--- config.mk ---
export PLATFORM = sky130hd
export DESIGN_NAME = vna_sqrtdiv
export DESIGN_NICKNAME = d
export VERILOG_FILES = /design/src/vna_pkg.sv /design/src/vna_sqrtdiv.sv
export SDC_FILE = /design/constraint.sdc
export NUM_CORES = 1
export LEC_CHECK = 0
export ABC_CLOCK_PERIOD_IN_PS = 29900
export BUFFER_PORTS_ARGS = -buffer_cell sky130_fd_sc_hd__buf_2
export CAP_MARGIN = 20
export CORE_MARGIN = 4
export CORE_UTILIZATION = 65
export CTS_CLUSTER_DIAMETER = 50
export DETAILED_ROUTE_END_ITERATION = 10
export HOLD_SLACK_MARGIN = 0.08
export PLACE_DENSITY_LB_ADDON = 0.25
export SYNTH_ARGS = -nofsm -noshare
export SYNTH_HDL_FRONTEND = slang
export SYNTH_SLANG_ARGS = --single-unit
--- constraint.sdc ---
create_clock -name aclk -period 29.9 [get_ports aclk]
set_input_delay 5.98 -clock aclk [delete_from_list [all_inputs] [get_ports aclk]]
set_output_delay 5.98 -clock aclk [all_outputs]
set_load 0.02 [all_outputs]
--- src/vna_pkg.sv ---
// Shared types and constants for the vertex normal accumulator.
// Depends on nothing; imported by vna_sqrtdiv and vertex_normal_accumulator_core.
package vna_pkg;

    // Default configuration values for the top-level parameters.
    localparam int MAX_VERTICES_DEF     = 1024;
    localparam int NORMAL_FRAC_BITS_DEF = 14;

    // Fixed field widths of the command channel.
    localparam int IDX_W = 10;
    localparam int POS_W = 24;

    // Magnitudes are scaled below 2^MAG_W before squaring.
    localparam int MAG_W = 30;
    // Width of the sum of squares and of the square-root working registers.
    localparam int SQ_W  = 64;

    // Command codes.
    typedef enum logic [1:0] {
        CMD_WRITE = 2'd0,
        CMD_TRI   = 2'd1,
        CMD_READ  = 2'd2,
        CMD_CLEAR = 2'd3
    } cmd_t;

endpackage

--- src/vna_sqrtdiv.sv ---
// Iterative square root and restoring divider used for vector normalization.
// Depends on vna_pkg; the square root and the divider each resolve one bit per cycle.
module vna_sqrtdiv import vna_pkg::*; #(
    parameter int NORMAL_FRAC_BITS = NORMAL_FRAC_BITS_DEF
) (
    input  logic                        aclk,
    input  logic                        aresetn,
    input  logic                        start,
    input  logic [SQ_W-1:0]             sum_sq,
    input  logic [MAG_W-1:0]            mag [3],
    output logic                        done,
    output logic [NORMAL_FRAC_BITS:0]   quot [3]
);

    localparam int NUM_W  = MAG_W + NORMAL_FRAC_BITS + 1;
    localparam int ROOT_W = 32;
    localparam int REM_W  = ROOT_W + 1;
    localparam int CNT_W  = $clog2(NORMAL_FRAC_BITS + 2);

    typedef enum logic [2:0] {
        SD_IDLE,
        SD_ROOT,
        SD_LOAD,
        SD_DIV,
        SD_DONE
    } sd_state_t;

    sd_state_t                  state_reg;
    logic [SQ_W-1:0]            n_reg;
    logic [SQ_W-1:0]            res_reg;
    logic [SQ_W-1:0]            bit_reg;
    logic [ROOT_W-1:0]          root_reg;
    logic [REM_W-1:0]           rem_reg;
    logic [NORMAL_FRAC_BITS:0]  low_reg;
    logic [NORMAL_FRAC_BITS:0]  q_reg [3];
    logic [1:0]                 j_reg;
    logic [CNT_W-1:0]           cnt_reg;

    logic [SQ_W-1:0]            trial;
    logic                       take_root;
    logic [SQ_W-1:0]            res_next;
    logic [MAG_W-1:0]           mag_sel;
    logic [NUM_W-1:0]           num;
    logic [REM_W-1:0]           rem_shift;
    logic                       take_div;

    // One step of the digit-by-digit square root.
    always_comb begin
        trial     = res_reg + bit_reg;
        take_root = (n_reg >= trial);
        res_next  = take_root ? ((res_reg >> 1) + bit_reg) : (res_reg >> 1);
    end

    // Numerator with rounding term, and one restoring division step.
    always_comb begin
        case (j_reg)
            2'd0:    mag_sel = mag[0];
            2'd1:    mag_sel = mag[1];
            default: mag_sel = mag[2];
        endcase
        num       = NUM_W'({mag_sel, {NORMAL_FRAC_BITS{1'b0}}}) + NUM_W'(root_reg >> 1);
        rem_shift = {rem_reg[REM_W-2:0], low_reg[NORMAL_FRAC_BITS]};
        take_div  = (rem_shift >= {1'b0, root_reg});
    end

    // Sequencer and datapath registers.
    always_ff @(posedge aclk) begin
        if (!aresetn) begin
            state_reg <= SD_IDLE;
        end else begin
            case (state_reg)
                SD_IDLE: begin
                    if (start) begin
                        n_reg     <= sum_sq;
                        res_reg   <= '0;
                        bit_reg   <= SQ_W'(1) << (SQ_W - 2);
                        state_reg <= SD_ROOT;
                    end
                end
                SD_ROOT: begin
                    if (take_root) begin
                        n_reg <= n_reg - trial;
                    end
                    res_reg <= res_next;
                    bit_reg <= bit_reg >> 2;
                    if (bit_reg == SQ_W'(1)) begin
                        root_reg  <= res_next[ROOT_W-1:0];
                        j_reg     <= 2'd0;
                        state_reg <= SD_LOAD;
                    end
                end
                SD_LOAD: begin
                    rem_reg   <= REM_W'(num >> (NORMAL_FRAC_BITS + 1));
                    low_reg   <= num[NORMAL_FRAC_BITS:0];
                    cnt_reg   <= '0;
                    state_reg <= SD_DIV;
                end
                SD_DIV: begin
                    rem_reg      <= take_div ? (rem_shift - {1'b0, root_reg}) : rem_shift;
                    low_reg      <= low_reg << 1;
                    q_reg[j_reg] <= {q_reg[j_reg][NORMAL_FRAC_BITS-1:0], take_div};
                    cnt_reg      <= cnt_reg + 1'b1;
                    if (cnt_reg == CNT_W'(NORMAL_FRAC_BITS)) begin
                        if (j_reg == 2'd2) begin
                            state_reg <= SD_DONE;
                        end else begin
                            j_reg     <= j_reg + 1'b1;
                            state_reg <= SD_LOAD;
                        end
                    end
                end
                SD_DONE: begin
                    state_reg <= SD_IDLE;
                end
                default: begin
                    state_reg <= SD_IDLE;
                end
            endcase
        end
    end

    assign done = (state_reg == SD_DONE);
    assign quot = q_reg;

endmodule

**Word level (Yosys, flattened, before mapping)**

Cells that the tools add are included.

- Bits of input ports: 157
- Word-level logic and storage cells: 78
- Register bits: 325

- Mux-type cells: 28
- $lt $le $gt $ge: 4
- Equal/unequal tests: 13
- Add/subtract/negate cells: 7
- Reductions and logical operators: 13
- Bitwise gates (word level): 1

Operator list:

| cell | number |
|---|---|
| 64-bit case mux with 2 select lines | 3 |
| 64-bit two-way mux | 5 |
| 63-bit by 64-bit adder with 64-bit output | 1 |
| 64-bit adder | 1 |
| 64-bit by 1-bit == test with 1-bit output, second input constant | 1 |
| 64-bit greater-or-equal comparator | 1 |
| 32-bit case mux with 2 select lines | 1 |
| 64-bit subtractor | 1 |
| 30-bit case mux with 2 select lines | 1 |
| 44-bit by 31-bit adder with 45-bit output | 1 |
| 45-bit bitwise mux | 1 |
| 33-bit by 32-bit greater-or-equal comparator with 1-bit output | 1 |
| 32-bit two-way mux | 1 |
| 32-bit subtractor | 1 |
| 15-bit binary-select mux with 2-bit select | 1 |
| 15-bit demux with 2-bit select | 1 |
| 15-bit case mux with 2 select lines | 1 |
| 14-bit two-way mux | 2 |
| 15-bit two-way mux | 1 |
| 3-bit two-way mux | 4 |
| 3-bit case mux with 4 select lines | 1 |
| 2-bit inequality test, second input constant | 5 |
| 3-bit AND reduction | 3 |
| 4-bit case mux with 2 select lines | 1 |
| 20 further kinds | 26 |

**Depth between registers and ports, before layout**

- Word-level depth: 6
- Depth in mapped cells: 24

**Least setup slack after synthesis**

Ideal clock, no wire load.

- Path type: input -> register
- From: input port aresetn
- To: register n_reg[0], enable pin
- Setup slack: 16.552 ns
- Buffers on the path: 0
- Setup time: 0.584 ns
- Cell stages on the path: 2
- Arrival: 12.764 ns
- Path through: o211a_1 -> a21boi_0

- Cells in the longest elaborated chain, start to end: 1

RTL lines:

| what | line | text |
|---|---|---|
| from (decl) | vna_sqrtdiv.sv:7 | `input logic aresetn,` |
| 4-bit AND reduction (no source line) | -- |  |
| to (signal assigned) | vna_sqrtdiv.sv:74 | `n_reg <= sum_sq;` |
| to (signal assigned) | vna_sqrtdiv.sv:82 | `n_reg <= n_reg - trial;` |
| to (decl) | vna_sqrtdiv.sv:29 | `logic [SQ_W-1:0] n_reg;` |

Every way passes these cells.
A chain may end at the register's enable or synchronous reset.

**Worst setup path after layout**

- From: input port mag[68] (netlist name)
- To: register rem_reg[24], data pin

- Cells in the longest elaborated chain, start to end: 3

RTL lines:

| what | line | text |
|---|---|---|
| from (decl) | vna_sqrtdiv.sv:10 | `input logic [MAG_W-1:0] mag [3],` |
| 30-bit case mux with 2 select lines | vna_sqrtdiv.sv:56 | `case (j_reg)` |
| 44-bit by 31-bit adder with 45-bit output | vna_sqrtdiv.sv:61 | `num = NUM_W'({mag_sel, {NORMAL_FRAC_BITS{1'b0}}}) + NUM_W'(root_reg >> 1);` |
| 32-bit case mux with 2 select lines | vna_sqrtdiv.sv:71 | `case (state_reg)` |
| to (signal assigned) | vna_sqrtdiv.sv:93 | `rem_reg <= REM_W'(num >> (NORMAL_FRAC_BITS + 1));` |
| to (signal assigned) | vna_sqrtdiv.sv:99 | `rem_reg <= take_div ? (rem_shift - {1'b0, root_reg}) : rem_shift;` |
| to (decl) | vna_sqrtdiv.sv:33 | `logic [REM_W-1:0] rem_reg;` |

Every way passes these cells.

==> metrics.md <==
| Metric | Value |
|---|---|
| Main combinational cell family by area after synthesis | `compound AO/OA/AOI/OAI gates` |
| Async SR Flop Fraction | `0%` |
| Max-slew violation count | `0` |
| Post-Synth Simple-Gate Area | `19.7%` |
| Crit share post-route | `29.4%` |
| Post-synthesis mux area share | `0.696%` |
| Via count | `23200` |
| Die H | `203 um` |
| Cell taking the most area after synthesis | `edfxtp_1` |
| Skew final | `0.0155 ns` |
| PwrDens | `54.9 mW/mm2` |
| Gr ovfl total | `0` |
| Inserted Clock Buffers | `42` |
| Tot GR Track Use | `33.3%` |
| Hpwl dp | `52700 um` |
| Number of vias per cell | `6.64` |
| Worst-path maximum fanout | `6` |
| Post-CTS Setup Bufs | `0` |
| Die area | `0.0411 mm2` |
| Starting density of the core | `65.7%` |
| Crit path kind | `input pin to register` |
| Top cells by count, synth | `nand2_1 (357), edfxtp_1 (290), o21ai_0 (212)` |
| Leak | `10.7 nW` |
| Placed insts | `3408` |
| Type of the worst min-delay path | `register to register` |
| Yosys top cell area share | `35.3%` |
| Status | `finished clean` |
| Unrepaired setup endpoints after global routing | `no` |
| Synth Area in Compound Gates | `23.8%` |
| Sink Count | `293` |
| Initial antenna violation count | `2` |
| Max cap viols | `0` |
| Yosys warnings | `0` |
| Worst-path clk slew | `0.07 ns` |
| Clk_lat worst skew | `0.58 ns` |
| Int Pwr | `0.948 mW` |
| First-pass GRT wire length | `113000 um` |
| Ys flop type | `edfxtp_1` |
| Core area | `0.0375 mm2` |
| Final nets | `3286` |
| Layout cell share with drive strength beyond 1 | `11.6%` |
| Post-Syn Area | `0.0246 mm2` |
| Max clock buf depth | `3` |
| Maximum vdd drop | `0.0537 mV` |
| Setup crit end kind | `register` |
| Wirelength per Cell | `20.5 um` |
| Clk network pwr share | `32.1%` |
| Root Driver | `clkbuf_16` |
| CTS Hold Bufs | `0` |
| Critical Path RT | `30.22 ns` |
| Fmax | `114 MHz` |
| Combinational share of power | `33.6%` |
| Drt total wl | `71400 um` |
| Setup TNS | `0 ns` |
| Post-Synth XOR/XNOR Area | `6.86%` |
| RD Place Congestion | `0.966` |
| Yosys cell types | `95` |
| Slew HR | `27.6%` |
| Worst EP arrival | `9.12 ns` |
| Synth Register Bits | `293` |
| Most common cell in the synthesized netlist | `nand2_1` |
| Number of I/O pins | `203` |
| Synth top area cells | `edfxtp_1 (35%), ha_1 (9.3%), nand2_1 (5.4%), o21ai_0 (4.3%), xnor2_1 (4.0%)` |
| Sequential power share | `34.3%` |
| Seq/Total Area, Yosys | `35.6%` |
| Post-DRT Antenna Nets | `0` |
| Final setup viols | `0` |
| TritonRoute pass-1 iters | `6` |
| Cells after Synth | `2821` |
| Post-synth EDFFs | `290` |
| Die Width | `203 um` |
| Final hold vios | `0` |
| Iter 0 DRT Violations | `2333` |
| Mean Syn Cell Area | `8.74 um2` |
| Vias in the first global route | `21900` |
| Sw power | `0.548 mW` |
| Buffers on Ports | `202` |
| DRC | `0` |
| Net Sw Frac | `36.6%` |
| Total nets after synthesis | `3165` |
| Worst slew pin tran | `1.08 ns` |
| Row Count | `71` |
| P&R area growth vs syn | `10.5%` |
| Min Tclk post-route | `8.80 ns` |
| Startpoint types | `input pin` |
| Post-cts sizing count | `0` |
| Layout Cells excl Fill | `3489` |
| H-tree level count | `2` |
| CTS tree | `yes` |
| Largest net degree at the start of global routing | `104` |
| Fin util | `72.6%` |
| Adder-Cell Fraction of Synth Area | `9.59%` |
==> cell type report <==
type / count / area, um2
Clock buffer: 43 / 1050
Antenna cell: 2 / 5.00
Tap cell: 511 / 639
Clock inverter: 35 / 284
Fill cell: 2944 / 10300
Inverter: 90 / 340
Multi-Input combinational cell: 2296 / 15000
Sequential cell: 293 / 8770
Timing Repair Buffer: 219 / 1160
==> kinds of logic after synthesis <==
family | count (synthesis)
XOR/XNOR | 193
adder cells (fa/ha/maj) | 187
AND/OR/NAND/NOR | 1000
buffers and inverters | 232
flip-flops | 293
multiplexers | 17
AO/OA/AOI/OAI | 899
==> placed cells by master, fill, tap and decap left out, types with 73 or more instances in the layout <==
master and count:
nor2_1 170, buf_2 202, xor2_1 80, nand2_1 357
o21ai_0 212, ha_1 184, xnor2_1 113, nor3_1 76
edfxtp_1 290, a21oi_1 174, a31oi_1 88, inv_1 89
nand3_1 73
==> worst max-delay path, cell delays in order <==
cell,delay (ns)
buf_2,0.10
a22oi_1,0.17
nand2_1,0.08
ha_1,0.35
a21o_1,0.18
a21o_1,0.17
a21oi_1,0.25
o21ai_0,0.19
a2111oi_1,0.74
nor3_1,0.27
a21oi_1,0.22
nor3_1,0.07
a311o_1,0.35
==> power groups by stage <==
stage | registers, mW | clock network, mW | logic (mW)
after floorplan | 0.510 | 0 | 0.377
after global placement | 0.519 | 0 | 0.473
after detailed placement | 0.520 | 0 | 0.486
after CTS | 0.512 | 0.483 | 0.490
after global routing | 0.515 | 0.504 | 0.553
final | 0.513 | 0.480 | 0.502
==> stage by stage <==
| step | worst slack [ns] | instance area [um2] | power (mW) | hold slack, ns |
|---|---|---|---|---|
| finish | 21.10 | 27200 | 1.50 | 0.529 |
| detailed placement | 20.52 | 25800 | 1.01 | 0.514 |
| floorplan | 16.55 | 24600 | 0.887 | 0.484 |
| CTS | 21.13 | 27200 | 1.49 | 0.529 |
| global placement | 20.60 | 25800 | 0.992 | 0.502 |
| global route | 20.76 | 27200 | 1.57 | 0.559 |
==> layer usage <==
| metal | up-vias | track usage, % | wire [um] |
|---|---|---|---|
| li1 | 10900 | - | - |
| met1 | 10800 | 45.2 | 29500 |
| met2 | 1259 | 54.9 | 33200 |
| met3 | 161 | 5.80 | 6660 |
| met4 | 2 | 10.6 | 2020 |
| met5 | - | 0 | 12 |
==> worst paths after layout <==
kind                                  from          end  slack (ns)  depth (start not counted)
worst max register to register  res_reg[8]    n_reg[15]       22.49                         20
worst max-delay path               mag[68]  rem_reg[24]       21.10                         13
worst min register to register  low_reg[3]   low_reg[4]        0.53                          2
worst min-delay path            low_reg[3]   low_reg[4]        0.53                          2
Power figures use the tool's default switching activity.
